--- config.mk ---
export PLATFORM = sky130hd
export DESIGN_NAME = prr_mac
export DESIGN_NICKNAME = d
export VERILOG_FILES = /design/src/design/prr_pkg.sv /design/src/design/prr_mac.sv
export SDC_FILE = /design/constraint.sdc
export NUM_CORES = 2
export LEC_CHECK = 0
export BUFFER_PORTS_ARGS = -buffer_cell sky130_fd_sc_hd__buf_2
export CORE_MARGIN = 2
export CORE_UTILIZATION = 50
export DETAILED_ROUTE_END_ITERATION = 10
export PLACE_DENSITY_LB_ADDON = 0.25
export REMOVE_ABC_BUFFERS = 1
export SYNTH_ARGS = -nofsm -noshare
export SYNTH_HDL_FRONTEND = slang
export SYNTH_SLANG_ARGS = --single-unit
--- constraint.sdc ---
create_clock -name clk_i -period 17.1 [get_ports clk_i]
set_clock_uncertainty 0.1 [all_clocks]
set_input_delay 3.42 -clock clk_i [delete_from_list [all_inputs] [get_ports clk_i]]
set_output_delay 3.42 -clock clk_i [all_outputs]
set_load 0.05 [all_outputs]
--- src/design/prr_pkg.sv ---
// Shared types and constants for the polyphase rational resampler.
// Used by prr_seq, prr_mac and polyphase_rational_resampler_top; no dependencies.
package prr_pkg;

  localparam int COEF_BITS  = 16;  // Q1.15 coefficients
  localparam int COEF_FRAC  = 15;
  localparam int UP_BITS    = 7;
  localparam int DOWN_BITS  = 10;
  localparam int TAPS_BITS  = 11;
  localparam int INDEX_BITS = 10;
  localparam int PHASE_BITS = 11;  // holds phase plus one decimation step
  localparam int COUNT_BITS = 7;   // results per sample, up to 64

  localparam logic [1:0] REG_UP   = 2'd0;
  localparam logic [1:0] REG_DOWN = 2'd1;
  localparam logic [1:0] REG_TAPS = 2'd2;

  localparam logic MODE_LOAD   = 1'b0;
  localparam logic MODE_SAMPLE = 1'b1;

  // Per-cycle commands from the sequencer to the multiply-accumulate path.
  typedef struct packed {
    logic clear;  // zero the accumulator
    logic issue;  // a tap read is in flight this cycle
    logic zero;   // that tap reads history before the first push
    logic scale;  // apply the output gain
    logic round;  // round and saturate into the result register
  } prr_mac_ctrl_t;

endpackage

--- src/design/prr_mac.sv ---
// Multiply-accumulate path: tap product, accumulator, gain, round and saturate.
// Depends on prr_pkg; fed by the RAM read ports and commanded by prr_seq.
module prr_mac #(
  parameter int MAX_TAPS    = 1024,
  parameter int SAMPLE_BITS = 16
) (
  input  logic                          clk_i,
  input  logic                          rst_ni,
  input  prr_pkg::prr_mac_ctrl_t        ctrl_i,
  input  logic signed [prr_pkg::COEF_BITS-1:0] coef_i,
  input  logic signed [SAMPLE_BITS-1:0] hist_i,
  input  logic [prr_pkg::UP_BITS-1:0]   u_i,
  output logic                          busy_o,
  output logic signed [SAMPLE_BITS-1:0] res_o,
  output logic                          sat_o
);

  localparam int PW  = prr_pkg::COEF_BITS + SAMPLE_BITS;
  localparam int ACW = PW + $clog2(MAX_TAPS);
  localparam int SW  = ACW + prr_pkg::UP_BITS + 1;
  localparam logic signed [SW-1:0] RND = SW'(1) <<< (prr_pkg::COEF_FRAC - 1);
  localparam logic signed [SW-1:0] HI  = {{(SW-SAMPLE_BITS+1){1'b0}}, {(SAMPLE_BITS-1){1'b1}}};
  localparam logic signed [SW-1:0] LO  = ~HI;

  logic                          v1_q, v2_q, z1_q;
  logic signed [PW-1:0]          prod_q;
  logic signed [ACW-1:0]         acc_q;
  logic signed [SW-1:0]          scaled_q;
  logic signed [SAMPLE_BITS-1:0] res_q;
  logic                          sat_q;
  logic signed [SAMPLE_BITS-1:0] hsel;
  logic signed [PW-1:0]          prod_w;
  logic signed [SW-1:0]          rnd_w, shf_w;

  // History entries never pushed read as zero.
  assign hsel   = z1_q ? '0 : hist_i;
  assign prod_w = PW'(coef_i) * PW'(hsel);
  assign rnd_w  = scaled_q + RND;
  assign shf_w  = rnd_w >>> prr_pkg::COEF_FRAC;

  always_ff @(posedge clk_i or negedge rst_ni) begin
    if (!rst_ni) begin
      v1_q <= 1'b0;
      v2_q <= 1'b0;
    end else begin
      v1_q <= ctrl_i.issue;
      v2_q <= v1_q;
    end
  end

  always_ff @(posedge clk_i) begin
    z1_q <= ctrl_i.zero;
    if (v1_q) begin
      prod_q <= prod_w;
    end
    if (ctrl_i.clear) begin
      acc_q <= '0;
    end else if (v2_q) begin
      acc_q <= acc_q + ACW'(prod_q);
    end
    if (ctrl_i.scale) begin
      scaled_q <= SW'(acc_q) * SW'($signed({1'b0, u_i}));
    end
    if (ctrl_i.round) begin
      if (shf_w > HI) begin
        res_q <= HI[SAMPLE_BITS-1:0];
        sat_q <= 1'b1;
      end else if (shf_w < LO) begin
        res_q <= LO[SAMPLE_BITS-1:0];
        sat_q <= 1'b1;
      end else begin
        res_q <= shf_w[SAMPLE_BITS-1:0];
        sat_q <= 1'b0;
      end
    end
  end

  assign busy_o = v1_q | v2_q;
  assign res_o  = res_q;
  assign sat_o  = sat_q;

endmodule

==> impl_metrics.tcl <==
set metrics [dict create \
    rrSetupSlack_ns 9.25 \
    startpoint_type "input pin" \
    drt_iter0_markers 761 \
    numClockSinks 130 \
    required_ns 17.20 \
    post-cts-setup-buffers 0 \
    numCtsBuffers 17 \
    post-route-period-util_pct 60.2 \
    hold_viol_final 0 \
    fin_ws_ns 6.81 \
    cts_max_level 4 \
    fmax_ghz 0.0972 \
    nNetsFinal 3654 \
    wl_per_cell_um 15.6 \
    syn_avg_cell_area_um2 9.24 \
    ys_ff_latch 130 \
    design.core.area_um2 52800 \
    gp_congestion 0.892 \
    cpPeakStageDelay_ns 0.94 \
    grt_pass1_vias 20547 \
    drt-vias-per-instance 5.19 \
    clk_pin_slew_ns 0.07 \
    areaGrowthSynthToFinish_pct 5.62 \
    grt_overflow 0 \
    antenna_found_initial 0 \
    drt-pass1-iter-count 5 \
    track_usage_pct 21.5 \
    end_kind "flop" \
    finalSetupViolCount 0 \
    p_leak_uw 0.0140 \
    fp-row-count 84 \
    ios 64 \
    cts_resized 0 \
    synthesis.area_um2 26800 \
    ys.warnings.count 0 \
    clk_path_buf_depth 2 \
    ctsHoldBuffers 0 \
    cpMaxStageDelayCell "nor2b_1" \
    slew_viol_final 0 \
    crit_type "input pin to flop" \
    routed_wirelength_um 56400 \
    grt_max_degree 53 \
    rsz0062_at_grt "no" \
    diodes 0 \
    cp_common_cell "fa_1" \
    die_area_um2 55500 \
    synth_edf_count 85 \
    drc_errors 0 \
    ys_types 92 \
    crit_fanout 16 \
    dp_hpwl_um 45900 \
    layout-drive-gt1-share_pct 5.55 \
    clk_latency_ns 0.45 \
    netlist_instances 2903 \
    setup-tns-final_ns 0 \
    fp.dieH_um 236 \
    async_flop_share_pct 1.54 \
    drv_cap 0 \
    min_path_type "flop to flop" \
    worst_pin_slew_ns 1.29 \
    slew-limit-headroom_pct 13.7 \
    pre_cts_slack_ns 6.37 \
    vdd_drop_max_mv 0.0964 \
    numPortBuffers 63 \
    synth_ff_type "edfxtp_1" \
    route.vias.total 18747 \
    arrival_ns 10.38 \
    outcome "complete, no violations" \
    initial_utilization_pct 50.8 \
    cts_tree "yes" \
    die_w_um 236 \
    power_density_nw_per_um2 198 \
    grt_pass1_wl_um 98800 \
    clock-root-buffer "clkbuf_16" \
    seq_area_frac_synth_pct 12.9 \
    ant_nets 0 \
    period_needed_ns 10.29 \
]
==> cell type report <==
cell class | count | area (um^2)
clock buffer | 17 | 425
clock inverter | 15 | 185
fill | 4747 | 24400
inverter | 614 | 2300
multi-input combinational | 2074 | 20700
sequential | 130 | 3460
tap | 688 | 861
timing repair buffer | 71 | 375
==> worst max-delay path: cells and delay by family <==
family	cells	cell delay (ns)
xor gates and xnor gates	1	0.09
buffers and inverters	4	0.21
AOI/OAI and AO/OA	8	1.43
adders and majority gates	7	3.41
and+or+nand+nor	5	1.80
==> synth_stat cells (3+ instances only) <==
cell / instances / area (um^2)
o21ai_0: 37 / 185
o21a_1: 17 / 128
nand2_1: 262 / 983
edfxtp_1: 85 / 2550
xnor2_1: 94 / 823
nor2b_1: 31 / 194
buf_1: 3 / 11.3
o31ai_1: 5 / 37.5
a21oi_1: 95 / 475
dfxtp_1: 43 / 861
clkbuf_1: 79 / 297
a21o_1: 53 / 398
nand3_1: 33 / 165
nor4_1: 3 / 18.8
and3_1: 14 / 87.6
a21oi_4: 3 / 48.8
nand2b_1: 15 / 93.8
a31oi_1: 8 / 50.1
fa_1: 478 / 9570
nor3_1: 16 / 80.1
or3_1: 9 / 56.3
a41oi_1: 4 / 35.0
and2_1: 339 / 2120
o22ai_1: 4 / 25.0
or2_2: 7 / 43.8
xor2_1: 33 / 289
o21ai_1: 17 / 85.1
mux2i_1: 33 / 330
nand3b_1: 3 / 22.5
inv_1: 613 / 2300
nor2_1: 116 / 435
o21ai_2: 10 / 87.6
a21oi_2: 6 / 52.6
a211o_1: 3 / 26.3
ha_1: 222 / 2780
o21bai_1: 11 / 82.6
nand4_1: 20 / 125
o211ai_1: 3 / 22.5
a211oi_1: 9 / 67.6
==> power by group <==
| group | total [uW] | switching [uW] | internal, uW |
|---|---|---|---|
| Clock | 383 | 162 | 222 |
| Combinational | 4390 | 2480 | 1900 |
| Sequential | 843 | 189 | 654 |
==> flip-flops by register name, summed over array words and instances, names as in the netlist <==
register / cells
z1_q: 1
v2_q: 1
prod_q: 32
sat_o: 1
v1_q: 1
acc_q: 42
scaled_q: 36
res_o: 16
==> metrics by stage <==
stage / util [%] / instances / hold WS [ns] / instance area [um^2] / power, uW
3_3_place_gp: 52.5 / 3577 / 0.498 / 27700 / 5090
2_1_floorplan: - / 2818 / 0.405 / 26500 / 4320
3_5_place_dp: 52.5 / 3577 / 0.513 / 27700 / 5230
5_1_grt: 53.7 / 3609 / 0.545 / 28300 / 6330
6_report: 53.7 / 3609 / 0.512 / 28300 / 5610
4_1_cts: 53.7 / 3609 / 0.522 / 28300 / 5660
==> cell usage in the layout (no fill, tap or decap), drive strengths merged, types with 16 or more instances in the layout <==
cell and count:
inv 624, nand4 22, ha 222, a21oi 104
nor2 118, edfxtp 85, clkbuf 17, nor2b 31
dfxtp 43, a21o 53, buf 71, xor2 34
nand3 33, xnor2 94, nand2 263, and3 17
nand2b 16, o21a 17, and2 339, mux2i 33
nor3 19, o21ai 64, fa 478
==> worst paths after layout <==
check	cells after the start	from	end
worst max-delay path	25	hist_i[3]	prod_q[31]$_DFFE_PP_
worst min register to register	2	acc_q[34]$_SDFFE_PP0P_	acc_q[34]$_SDFFE_PP0P_
worst min-delay path	2	acc_q[34]$_SDFFE_PP0P_	acc_q[34]$_SDFFE_PP0P_
min in group asynchronous	1	rst_ni	v2_q$_DFF_PN0_
max in group asynchronous	1	rst_ni	v2_q$_DFF_PN0_
worst max register to register	24	z1_q$_DFF_P_	prod_q[31]$_DFFE_PP_
==> logic make-up after synthesis <==
| group | after synthesis | synth area share [%] |
|---|---|---|
| adders and majority gates | 700 | 46.0 |
| buffers and inverters | 699 | 9.87 |
| xor gates and xnor gates | 128 | 4.21 |
| and+or+nand+nor | 892 | 17.5 |
| DFF | 130 | 12.9 |
| AOI/OAI and AO/OA | 320 | 8.21 |
| muxes | 34 | 1.27 |
==> per-layer routing <==
layer | part of all wire (%) | up-vias | track usage (%)
li1 | - | 8996 | -
met1 | 46 | 9307 | 28.3
met2 | 49 | 391 | 38.4
met3 | 3.6 | 53 | 2.38
met4 | 1.2 | 0 | 4.30
met5 | 0 | - | 0
No activity file was read; power rests on OpenSTA's default activity.
