`src/design/prr_pkg.sv`:
```
// Shared types and constants for the polyphase rational resampler.
// Used by prr_seq, prr_mac and polyphase_rational_resampler_top; no dependencies.
package prr_pkg;

  localparam int COEF_BITS  = 16;  // Q1.15 coefficients
  localparam int COEF_FRAC  = 15;
  localparam int UP_BITS    = 7;
  localparam int DOWN_BITS  = 10;
  localparam int TAPS_BITS  = 11;
  localparam int INDEX_BITS = 10;
  localparam int PHASE_BITS = 11;  // holds phase plus one decimation step
  localparam int COUNT_BITS = 7;   // results per sample, up to 64

  localparam logic [1:0] REG_UP   = 2'd0;
  localparam logic [1:0] REG_DOWN = 2'd1;
  localparam logic [1:0] REG_TAPS = 2'd2;

  localparam logic MODE_LOAD   = 1'b0;
  localparam logic MODE_SAMPLE = 1'b1;

  // Per-cycle commands from the sequencer to the multiply-accumulate path.
  typedef struct packed {
    logic clear;  // zero the accumulator
    logic issue;  // a tap read is in flight this cycle
    logic zero;   // that tap reads history before the first push
    logic scale;  // apply the output gain
    logic round;  // round and saturate into the result register
  } prr_mac_ctrl_t;

endpackage

```
`src/design/prr_seq.sv`:
```
// Sequencer: input transactions, RAM addressing, phase tracking, output register.
// Depends on prr_pkg; drives prr_ram write/read addresses and prr_mac commands.
module prr_seq #(
  parameter int MAX_TAPS    = 1024,
  parameter int MAX_UP      = 64,
  parameter int SAMPLE_BITS = 16
) (
  input  logic                               clk_i,
  input  logic                               rst_ni,
  input  logic [prr_pkg::UP_BITS-1:0]        up_cfg_i,
  input  logic [prr_pkg::DOWN_BITS-1:0]      down_cfg_i,
  input  logic [prr_pkg::TAPS_BITS-1:0]      taps_cfg_i,
  input  logic                               in_valid_i,
  output logic                               in_stall_o,
  input  logic                               mode_i,
  input  logic [prr_pkg::INDEX_BITS-1:0]     coef_index_i,
  output logic                               coef_we_o,
  output logic [$clog2(MAX_TAPS)-1:0]        coef_addr_o,
  output logic                               hist_we_o,
  output logic [$clog2(MAX_TAPS)-1:0]        hist_addr_o,
  output prr_pkg::prr_mac_ctrl_t             mac_ctrl_o,
  output logic [prr_pkg::UP_BITS-1:0]        u_eff_o,
  input  logic                               mac_busy_i,
  input  logic signed [SAMPLE_BITS-1:0]      mac_res_i,
  input  logic                               mac_sat_i,
  output logic                               out_valid_o,
  input  logic                               out_stall_i,
  output logic signed [SAMPLE_BITS-1:0]      sample_out_o,
  output logic                               last_o,
  output logic                               saturated_o
);

  localparam int AW  = $clog2(MAX_TAPS);
  localparam int KW  = $clog2(MAX_TAPS + MAX_UP + 1);
  localparam int PHW = prr_pkg::PHASE_BITS;
  localparam int CW  = prr_pkg::COUNT_BITS;

  typedef enum logic [2:0] {
    ST_IDLE,
    ST_ISSUE,
    ST_DRAIN,
    ST_ROUND,
    ST_EMIT
  } state_e;

  state_e                        state_q, state_d;
  logic [PHW-1:0]                phase_q, phase_d;
  logic [AW-1:0]                 head_q, head_d;
  logic [AW:0]                   fill_q, fill_d;
  logic [CW-1:0]                 n_q, n_d;
  logic [KW-1:0]                 k_q, k_d;
  logic [AW-1:0]                 j_q, j_d;
  logic                          out_valid_q, out_valid_d;
  logic signed [SAMPLE_BITS-1:0] out_data_q, out_data_d;
  logic                          last_q, last_d;
  logic                          sat_q, sat_d;

  logic [prr_pkg::UP_BITS-1:0]   u_eff;
  logic [prr_pkg::DOWN_BITS-1:0] d_eff;
  logic [KW-1:0]                 taps_eff;
  logic                          accept, load_acc, smp_acc, issue, is_last, emit_go;
  logic [AW-1:0]                 head_nx, rd_addr;
  logic [PHW-1:0]                phase_sum;
  logic [CW-1:0]                 n_sum;

  // Clamp the registers to their usable ranges.
  always_comb begin
    if (up_cfg_i == '0) begin
      u_eff = prr_pkg::UP_BITS'(1);
    end else if (32'(up_cfg_i) > MAX_UP) begin
      u_eff = prr_pkg::UP_BITS'(MAX_UP);
    end else begin
      u_eff = up_cfg_i;
    end
    d_eff = (down_cfg_i == '0) ? prr_pkg::DOWN_BITS'(1) : down_cfg_i;
    if (taps_cfg_i == '0) begin
      taps_eff = KW'(1);
    end else if (32'(taps_cfg_i) > MAX_TAPS) begin
      taps_eff = KW'(MAX_TAPS);
    end else begin
      taps_eff = KW'(taps_cfg_i);
    end
  end

  assign accept   = in_valid_i && (state_q == ST_IDLE);
  assign load_acc = accept && (mode_i == prr_pkg::MODE_LOAD);
  assign smp_acc  = accept && (mode_i == prr_pkg::MODE_SAMPLE);
  assign head_nx  = (32'(head_q) == MAX_TAPS - 1) ? '0 : head_q + AW'(1);
  assign rd_addr  = (head_q >= j_q) ? head_q - j_q
                                    : AW'((AW+1)'(head_q) + (AW+1)'(MAX_TAPS) - (AW+1)'(j_q));
  assign issue    = (state_q == ST_ISSUE) && (k_q < taps_eff);

  assign phase_sum = phase_q + PHW'(d_eff);
  assign n_sum     = n_q + CW'(1);
  assign is_last   = !((phase_sum < PHW'(u_eff)) && (n_sum < CW'(MAX_UP)));
  assign emit_go   = (state_q == ST_EMIT) && (!out_valid_q || !out_stall_i);

  assign coef_we_o   = load_acc && (32'(coef_index_i) < MAX_TAPS);
  assign coef_addr_o = load_acc ? AW'(coef_index_i) : AW'(k_q);
  assign hist_we_o   = smp_acc;
  assign hist_addr_o = smp_acc ? head_nx : rd_addr;

  always_comb begin
    state_d     = state_q;
    phase_d     = phase_q;
    head_d      = head_q;
    fill_d      = fill_q;
    n_d         = n_q;
    k_d         = k_q;
    j_d         = j_q;
    out_valid_d = out_valid_q && out_stall_i;
    out_data_d  = out_data_q;
    last_d      = last_q;
    sat_d       = sat_q;
    mac_ctrl_o  = '0;
    mac_ctrl_o.issue = issue;
    mac_ctrl_o.zero  = ({1'b0, j_q} >= fill_q);

    case (state_q)
      ST_IDLE: begin
        if (smp_acc) begin
          head_d = head_nx;
          if (32'(fill_q) != MAX_TAPS) begin
            fill_d = fill_q + (AW+1)'(1);
          end
          n_d = '0;
          if (phase_q < PHW'(u_eff)) begin
            k_d              = KW'(phase_q);
            j_d              = '0;
            mac_ctrl_o.clear = 1'b1;
            state_d          = ST_ISSUE;
          end else begin
            // Phase left over from a larger factor: no result, consume the span.
            phase_d = phase_q - PHW'(u_eff);
          end
        end
      end
      ST_ISSUE: begin
        if (issue) begin
          k_d = k_q + KW'(u_eff);
          j_d = j_q + AW'(1);
        end else begin
          state_d = ST_DRAIN;
        end
      end
      ST_DRAIN: begin
        if (!mac_busy_i) begin
          mac_ctrl_o.scale = 1'b1;
          state_d          = ST_ROUND;
        end
      end
      ST_ROUND: begin
        mac_ctrl_o.round = 1'b1;
        state_d          = ST_EMIT;
      end
      ST_EMIT: begin
        if (emit_go) begin
          out_valid_d = 1'b1;
          out_data_d  = mac_res_i;
          sat_d       = mac_sat_i;
          last_d      = is_last;
          n_d         = n_sum;
          if (is_last) begin
            phase_d = phase_sum - PHW'(u_eff);
            state_d = ST_IDLE;
          end else begin
            phase_d          = phase_sum;
            k_d              = KW'(phase_sum);
            j_d              = '0;
            mac_ctrl_o.clear = 1'b1;
            state_d          = ST_ISSUE;
          end
        end
      end
      default: begin
        state_d = ST_IDLE;
      end
    endcase
  end

  always_ff @(posedge clk_i or negedge rst_ni) begin
    if (!rst_ni) begin
      state_q     <= ST_IDLE;
      phase_q     <= '0;
      head_q      <= '0;
      fill_q      <= '0;
      n_q         <= '0;
      k_q         <= '0;
      j_q         <= '0;
      out_valid_q <= 1'b0;
    end else begin
      state_q     <= state_d;
      phase_q     <= phase_d;
      head_q      <= head_d;
      fill_q      <= fill_d;
      n_q         <= n_d;
      k_q         <= k_d;
      j_q         <= j_d;
      out_valid_q <= out_valid_d;
    end
  end

  always_ff @(posedge clk_i) begin
    out_data_q <= out_data_d;
    last_q     <= last_d;
    sat_q      <= sat_d;
  end

  assign in_stall_o   = (state_q != ST_IDLE);
  assign u_eff_o      = u_eff;
  assign out_valid_o  = out_valid_q;
  assign sample_out_o = out_data_q;
  assign last_o       = last_q;
  assign saturated_o  = sat_q;

endmodule

```
`config.mk`:
```
export PLATFORM = sky130hd
export DESIGN_NAME = prr_seq
export DESIGN_NICKNAME = d
export VERILOG_FILES = /design/src/design/prr_pkg.sv /design/src/design/prr_seq.sv
export SDC_FILE = /design/constraint.sdc
export NUM_CORES = 1
export LEC_CHECK = 0
export BUFFER_PORTS_ARGS = -buffer_cell sky130_fd_sc_hd__clkbuf_2
export CAP_MARGIN = 20
export CORE_MARGIN = 4
export CORE_UTILIZATION = 50
export CTS_BUF_LIST = sky130_fd_sc_hd__clkbuf_4 sky130_fd_sc_hd__clkbuf_8 sky130_fd_sc_hd__clkbuf_16
export CTS_CLUSTER_SIZE = 12
export DETAILED_ROUTE_END_ITERATION = 7
export PLACE_DENSITY = 0.73
export SLEW_MARGIN = 20
export SYNTH_ARGS = -nofsm -noshare
export SYNTH_HDL_FRONTEND = slang
export SYNTH_SLANG_ARGS = --single-unit
export TNS_END_PERCENT = 30
```
`constraint.sdc`:
```
create_clock -name clk_i -period 9.9 [get_ports clk_i]
set_input_delay 0 -clock clk_i [delete_from_list [all_inputs] [get_ports clk_i]]
set_output_delay 0 -clock clk_i [all_outputs]
set_load 0.005 [all_outputs]
```
==> metrics.md, run 1 <==
| Metric | Value |
|---|---|
| Outcome | `finished clean` |
| Synth Area in Adders | `0.140` |
| CTS tree | `built` |
| Full die area | `15000 µm²` |
| Slowest stage delay, CP | `0.53 ns` |
| Core box area | `12700 µm²` |
| Final min period | `4.74 ns` |
| Largest family of logic cells by synthesized area | `compound AO/OA/AOI/OAI gates` |
| Peak supply drop | `159 µV` |
| Netlist Area Pre-Place | `between 6000 and 7000 µm²` |
| Post-Syn Instances | `758` |
| FP Rows | `41` |
| Largest net degree at the start of global routing | `65` |
| Placed insts | `1020` |
| Post-CTS Setup Bufs | `0` |
| EDFF count, synth | `18` |
| Share of cells above drive strength 1 | `0.185` |
| Hold Path Origin | `out_stall_i` |
| Clock skew | `between 0.007 and 0.008 ns` |
| CP Class | `flop to primary output` |
| Final std cell area, no fill | `between 7000 and 8000 µm²` |
| Pwr dens | `293 nW/µm²` |
| Post-synthesis mux area share | `0.0251` |
| Setup crit end kind | `primary output` |
| R2r startpoint | `phase_q[0]` |
| Leakage | `3.59 nW` |
| Reg clk slew, reported paths | `0.07 ns` |
| Gpl congestion | `0.887` |
| 1st-pass router iterations | `5` |
| M1 wire length | `7950 µm` |
| Clock Sinks | `82` |
| Post-Route WL | `16900 µm` |
| R2R Setup Slk | `5.46 ns` |
| Initial antenna violation count | `0` |
| Num CTS Buffers | `9` |
| Post-route insts no fill | `approximately 1100` |
| IO Port Bufs | `114` |
| Fillers | `between 1000 and 1500` |
| Most common cell in the netlist | `nand2_1` |
| Footprint of the multi-input gates | `4040 µm²` |
| Max Used Layer | `met4` |
| CP Max Fanout | `12` |
| Slowest CP cell | `a2111oi_0` |
| Gr usage total | `0.226` |
| CP required | `about 10 ns` |
| Period utilization | `0.479` |
| XOR/XNOR Fraction of Synth Area | `0.0603` |
| Sequential standard cell area | `2140 µm²` |
| Simple-Gate Fraction of Synth Area | `0.188` |
| Yosys top cell by area | `dfrtp_1` |
| RSZ-0062 raised after global routing | `false` |
| Grt total ovfl | `0` |
| Yosys warning count | `0` |
| Antenna-violating nets left | `0` |
| Nets | `1008` |
| Maxcap violations | `0` |
| Distinct cells, synth | `68` |
| Most instantiated cells after synthesis | `nand2_1 (72), o21ai_0 (68), ha_1 (65)` |
| Final hold violations | `0` |
| Crit path cell chain | `ha_1, inv_1, fa_1, nor2b_1, o211ai_1, nand2_1, a21oi_1, xnor2_1, ha_1, o21a_1, or2_2, a2111oi_0, and4_1, inv_1, o21ai_2, clkbuf_2` |
| DRC Markers | `0` |
| Root Buffer Master | `clkbuf_16` |
| Crit path buf inv count | `3` |
| Post-synth top area share | `0.245` |
| FFs w/ async S/R, synth | `0.780` |
| Synth Area in Compound Gates | `0.205` |
| Critical R2R Capture | `phase_q[5]` |
| Hold Path Sink | `out_valid_o` |
| I/O Pins | `between 100 and 150` |
| Worst-margin pin slew | `approximately 1 ns` |
| DP Wirelength | `12700 µm` |
| Die width | `122 µm` |
| Met3 wire len | `1140 µm` |
| Post-route setup TNS | `0 ns` |
| Via count of the routed design | `5999` |
| Area grow syn2layout | `18.0%` |
| Worst skew pair latency | `~0.34 ns` |
| Diode count | `0` |
| Worst rel slew slack | `0.342` |
| First-pass GRT wire length | `27300 µm` |
| #FFs+latches synth | `82` |
| Max clock buf depth | `2` |
| Starting Density | `0.514` |
| WP data arrival | `around 4.7 ns` |
| Seq/Total Area, Yosys | `0.327` |
| Area after DPL | `7240 µm²` |
| Via density | `around 5.7` |
| Worst hold path class | `primary input to flop` |
| Max Slew Vio Count | `0` |
| Synth area leaders | `dfrtp_1 (24%), ha_1 (12%), edfxtp_1 (8.3%)` |
| Syn_area_per_cell | `between 8 and 9 µm²` |
| FF-to-FF path depth | `17` |
| Vias in the first global route | `roughly 5600` |
| PostCTS Resize Cnt | `0` |
| Die H | `122 µm` |
| Crit path max-delay family | `compound AO/OA/AOI/OAI gates` |
| Max Fclk | `about 210 MHz` |
| Post-Syn Nets | `just under 900` |
| Avg WL per Cell | `16.0 µm` |
| H-tree level count | `3` |
| Post-CTS Hold Buffers | `18` |
| Hold depth | `3` |
| Main flop type after synthesis | `dfrtp_1` |
| Setup violators final | `0` |
| Detailed Route Iter0 Violations | `485` |
| Routed wl met2 | `7620 µm` |
| Crit path launch type | `flop` |
==> layout make-up <==
type	count	share of cell area
inverter	61	0.0297
tap	172	0.0279
clock inverter	7	0.00989
multi-input combinational	586	0.524
clock buffer	9	0.0292
sequential	82	0.277
timing repair buffer	137	0.102
==> how the worst max path moves through the flow <==
stage | startpoint | endpoint | cells past startpoint
finish | phase_q[0] | mac_ctrl_o[4] | 16
global route | phase_q[0] | mac_ctrl_o[4] | 16
CTS | phase_q[0] | mac_ctrl_o[4] | 16
detailed placement | down_cfg_i[6] | phase_q[5] | 20
global placement | down_cfg_i[6] | phase_q[3] | 20
floorplan | down_cfg_i[6] | j_q[2] | 19
==> cells in the final DEF (no fill, tap or decap), types with 4 or more instances in the layout <==
master           n
nor2b_1         15
clkbuf_16        9
fa_1             5
inv_1           60
nor2_1          50
nor4b_1          4
o31ai_1          7
edfxtp_1        18
ha_1            65
mux2i_1          4
nand2_1         72
or4_1            5
nand2b_1         8
o21bai_1         4
nor4_1           7
or2_2            4
and3_1           7
dfrtp_1         64
xnor2_1         34
nor3_1          20
a211oi_1         4
a21o_1          12
a31oi_1          4
dlygate4sd3_1   18
xor2_1          11
o211ai_1         5
a211o_1          4
buf_4            5
mux2_2          11
o22ai_1          9
a221oi_1         5
nand3_1         24
a21oi_1         52
nand4_1          8
or3_1            7
clkbuf_2       113
o21ai_0         68
o21a_1           4
==> metal layers <==
| layer | vias up | GRT usage |
|---|---|---|
| li1 | 2989 | - |
| met4 | 0 | 0.0609 |
| met2 | 196 | 0.358 |
| met5 | - | 0 |
| met3 | 14 | 0.0364 |
| met1 | 2800 | 0.323 |
==> sequential cells by signal, indices dropped and copies added (netlist names), 3 cells and up <==
register and cells:
j_q 10, k_q 11, phase_q 11, head_q 10, sample_out_o 16, n_q 7, state_q 3, fill_q 11
==> worst register-to-register path: stages (launching register included) <==
cell and delay (ns):
dfrtp_1 0.40, ha_1 0.23, inv_1 0.07, fa_1 0.39, nor2b_1 0.22, o211ai_1 0.13
nand2_1 0.08, a21oi_1 0.08, xnor2_1 0.26, ha_1 0.30, o21a_1 0.12, or2_2 0.28
a2111oi_0 0.53, and4_1 0.38, inv_1 0.27, mux2i_1 0.22, o21ai_0 0.09, mux2_2 0.29
==> through the flow <==
step	setup slack, ns	hold slack [ns]	util	total power [mW]
finish	5.16	0.0438	0.607	2.26
global route	4.63	0.0478	0.607	2.47
CTS	5.18	0.0112	0.607	2.26
detailed placement	5.21	0.179	0.569	1.90
global placement	5.40	0.177	0.569	1.88
floorplan	6.08	-0.296	-	1.55
==> cells by family (layout without fill, tap and decap cells) <==
| kind of cell | count (synthesis) | count (layout) |
|---|---|---|
| multiplexers | 15 | 15 |
| buffers and inverters | 90 | 214 |
| adder cells (fa/ha/maj) | 70 | 70 |
| flip-flops | 82 | 82 |
| AND/OR/NAND/NOR | 244 | 244 |
| AO/OA/AOI/OAI | 212 | 212 |
| XOR/XNOR | 45 | 45 |
==> where the power goes <==
part	internal (mW)	switching (mW)	total, mW
Sequential	0.436	0.134	0.571
Clock	0.197	0.143	0.340
Combinational	0.591	0.761	1.35
Total	1.22	1.04	2.26
Power figures use the tool's default switching activity.
==> run 2, diff against run 1 <==
Settings changed: ABC_AREA set to 1, PLACE_DENSITY 0.73 to 0.72.
Clock period 9.9 ns to 4.4 ns, I/O delays scaled along.
==> metrics.md, run 2 <==
| Metric | Value |
|---|---|
| Antenna-violating nets left | `0 (unchanged)` |
| Num CTS Buffers | `9 (unchanged)` |
| CP Max Fanout | `22 (+10)` |
| Post-Syn Nets | `1145 (+29%)` |
| Max Slew Vio Count | `0 (unchanged)` |
| Synth area leaders | `dfrtp_1 (22%), nand2_1 (15%), ha_1 (11%)` |
| Final hold violations | `0 (unchanged)` |
| Worst-margin pin slew | `1.04 ns (+0.0529 ns)` |
| Crit path buf inv count | `4 (+1)` |
| Crit path max-delay family | `simple AND/OR/NAND/NOR gates` |
| Synth Area in Adders | `0.127 (-0.0125)` |
| Largest net degree at the start of global routing | `44 (-32%)` |
| Grt total ovfl | `0 (unchanged)` |
| FFs w/ async S/R, synth | `0.780 (unchanged)` |
| Setup violators final | `0 (unchanged)` |
| Share of cells above drive strength 1 | `0.160 (-0.0244)` |
| Post-Route WL | `19400 µm (+15%)` |
| Post-route setup TNS | `0 ns (unchanged)` |
| Main flop type after synthesis | `dfrtp_1` |
| Most common cell in the netlist | `nand2_1` |
| Diode count | `0 (unchanged)` |
| Via count of the routed design | `6971 (+16%)` |
| Reg clk slew, reported paths | `0.06 ns (about the same)` |
| Slowest stage delay, CP | `0.42 ns (-0.11 ns)` |
| Worst hold path class | `primary input to flop` |
| Crit path cell chain | `ha_1, inv_1, fa_1, inv_1, nand3_1, nand2_2, a21oi_1, xnor2_1, ha_1, nand2_1, inv_1, a21oi_1, nand2_1, nor2_1, nand2_1, nor2_4, nand3_4, nand2_4, nand2_4, nor2_1, clkbuf_2` |
| Avg WL per Cell | `14.6 µm (-8.6%)` |
| Setup crit end kind | `primary output` |
| Most common cell after layout, fill and taps aside | `nand2_1` |
| Worst rel slew slack | `0.306 (-0.0354)` |
| Netlist Area Pre-Place | `7180 µm² (+9.8%)` |
| Yosys warning count | `0 (unchanged)` |
| DRC Markers | `0 (unchanged)` |
| First-pass GRT wire length | `31100 µm (+14%)` |
| H-tree level count | `3 (unchanged)` |
| Placed insts | `1286 (+26%)` |
| Post-CTS Setup Bufs | `0 (unchanged)` |
| Maxcap violations | `0 (unchanged)` |
| CP Class | `flop to primary output` |
| Post-synth top area share | `0.223 (-0.0218)` |
| EDFF count, synth | `18 (unchanged)` |
| Post-route insts no fill | `1321 (+25%)` |
| Gpl congestion | `0.918 (+3.6%)` |
| 1st-pass router iterations | `5 (unchanged)` |
| Syn_area_per_cell | `7.08 µm² (-18%)` |
| Slowest CP cell | `dfrtp_1` |
| Post-CTS Hold Buffers | `19 (+1)` |
| IO Port Bufs | `114 (unchanged)` |
| Simple-Gate Fraction of Synth Area | `0.322 (+0.134)` |
| Gr usage total | `0.234 (+0.00782)` |
| Commonest cells after routing, fill and taps aside | `nand2_1 (285), inv_1 (128), clkbuf_2 (113), nor2_1 (86), nand3_1 (67)` |
| PostCTS Resize Cnt | `0 (unchanged)` |
| Vias in the first global route | `6380 (+14%)` |
| Pwr dens | `595 nW/µm² (+100%)` |
| Outcome | `finished clean` |
| Area grow syn2layout | `17.3%` |
| Leakage | `4.47 nW (+24%)` |
| CP required | `4.40 ns (-5.50 ns)` |
| Clock Sinks | `82 (unchanged)` |
| Yosys top cell by area | `dfrtp_1` |
| Nets | `1267 (+26%)` |
| Root Buffer Master | `clkbuf_16` |
| WP data arrival | `3.96 ns (-0.78 ns)` |
| Starting Density | `0.513 (-0.000745)` |
| #FFs+latches synth | `82 (unchanged)` |
| CTS tree | `built` |
| Crit path launch type | `flop` |
| Initial antenna violation count | `0 (unchanged)` |
| Total power | `5.01 mW (+120%)` |
| Via density | `5.28 (-7.3%)` |
| Clock skew | `0.00468 ns (-0.00271 ns)` |
| Seq/Total Area, Yosys | `0.298 (-0.0292)` |
| DP Wirelength | `15200 µm (+20%)` |
| Peak supply drop | `366 µV (+130%)` |
| Max FFs per register | `16 (unchanged)` |
| Synth Area in Compound Gates | `0.107 (-0.0988)` |
| RSZ-0062 raised after global routing | `false` |
| Post-Syn Instances | `1014 (+34%)` |
| Core box area | `14000 µm² (+10%)` |
| Max clock buf depth | `2 (unchanged)` |
| Detailed Route Iter0 Violations | `583 (+20%)` |
| FP Rows | `43 (+4.9%)` |
| Full die area | `16300 µm² (+9.1%)` |
| Die H | `128 µm (+4.5%)` |
| Largest family of logic cells by synthesized area | `simple AND/OR/NAND/NOR gates` |
| XOR/XNOR Fraction of Synth Area | `0.0427 (-0.0176)` |
| Worst skew pair latency | `0.34 ns (about the same)` |
| Die width | `128 µm (+4.5%)` |
| Max Fclk | `roughly 250 MHz` |
| I/O Pins | `115 (unchanged)` |
| Final min period | `between 3 and 4 ns` |
| Distinct cells, synth | `48 (-29%)` |
| Post-synthesis mux area share | `0.0110 (-0.0141)` |
| Most instantiated cells after synthesis | `nand2_1 (285), inv_1 (128), nor2_1 (86)` |
| Period utilization | `0.900` |
run 2: changes by cell type after synthesis, sizes merged, moves of 10 or more:
cell,change
o21ai,-27
nand4,+10
a21oi,+14
inv,+80
nand2,+224
nand3,+45
nor2b,-15
xor2,+15
nor2,+43
clkbuf,-10
xnor2,-25
run 2: stage by stage:
stage / hold WS (ns) / utilization / worst slack [ns] / cell area (µm²)
2_1_floorplan: -0.296 / - / 1.35 / 7180
3_3_place_gp: 0.0104 / 0.562 / 0.614 / 7860
3_5_place_dp: 0.00758 / 0.562 / 0.548 / 7860
4_1_cts: 0.0398 / 0.602 / 0.454 / 8420
5_1_grt: 0.0872 / 0.602 / 0.110 / 8420
6_report: 0.0456 / 0.602 / 0.442 / 8420
run 2: cell type report:
class,instances,area (µm²)
fill,1276,5560
multi-input combinational,767,4380
sequential,82,2140
timing repair buffer,136,783
inverter,140,526
clock buffer,10,233
tap,180,225
clock inverter,6,138
run 2: metal layers:
layer / wire, µm / up-vias / global-route usage
met1: 9230 / 3153 / 0.332
li1: - / 3560 / -
met3: 1230 / 21 / 0.0325
met4: 307 / 0 / 0.0655
met5: 0 / - / 0
met2: 8580 / 237 / 0.374
run 2: worst paths after layout:
| check | start | end | slack, ns | cells after the start |
|---|---|---|---|---|
| min in group asynchronous | rst_ni | head_q[5] | 0.17 | 2 |
| worst max register to register | phase_q[0] | k_q[4] | 0.83 | 21 |
| worst min-delay path | mac_busy_i | state_q[0] | 0.05 | 6 |
| worst max-delay path | phase_q[0] | mac_ctrl_o[4] | 0.44 | 21 |
| max in group asynchronous | rst_ni | phase_q[7] | 3.27 | 3 |
| worst min register to register | n_q[4] | n_q[4] | 0.53 | 1 |
run 2: logic make-up after synthesis:
family                   after synthesis
AO/OA/AOI/OAI                        137
XOR/XNOR                              35
adder cells (fa/ha/maj)               70
buffers and inverters                165
flip-flops                            82
multiplexers                           7
AND/OR/NAND/NOR                      518
run 2: power by group:
group	leakage (nW)	total (mW)	internal (mW)	switching, mW
logic	3.35	2.83	1.13	1.70
registers	0.943	1.24	0.952	0.285
clock network	0.181	0.941	0.622	0.319
run 2: worst register-to-register path, delay by kind of cell, from the launching register on:
family / cells / cell delay [ns]
xor+xnor: 1 / 0.20
buf+inv: 3 / 0.20
fa+ha+maj: 3 / 0.92
compound gates: 2 / 0.21
flops: 1 / 0.42
simple gates: 12 / 1.51
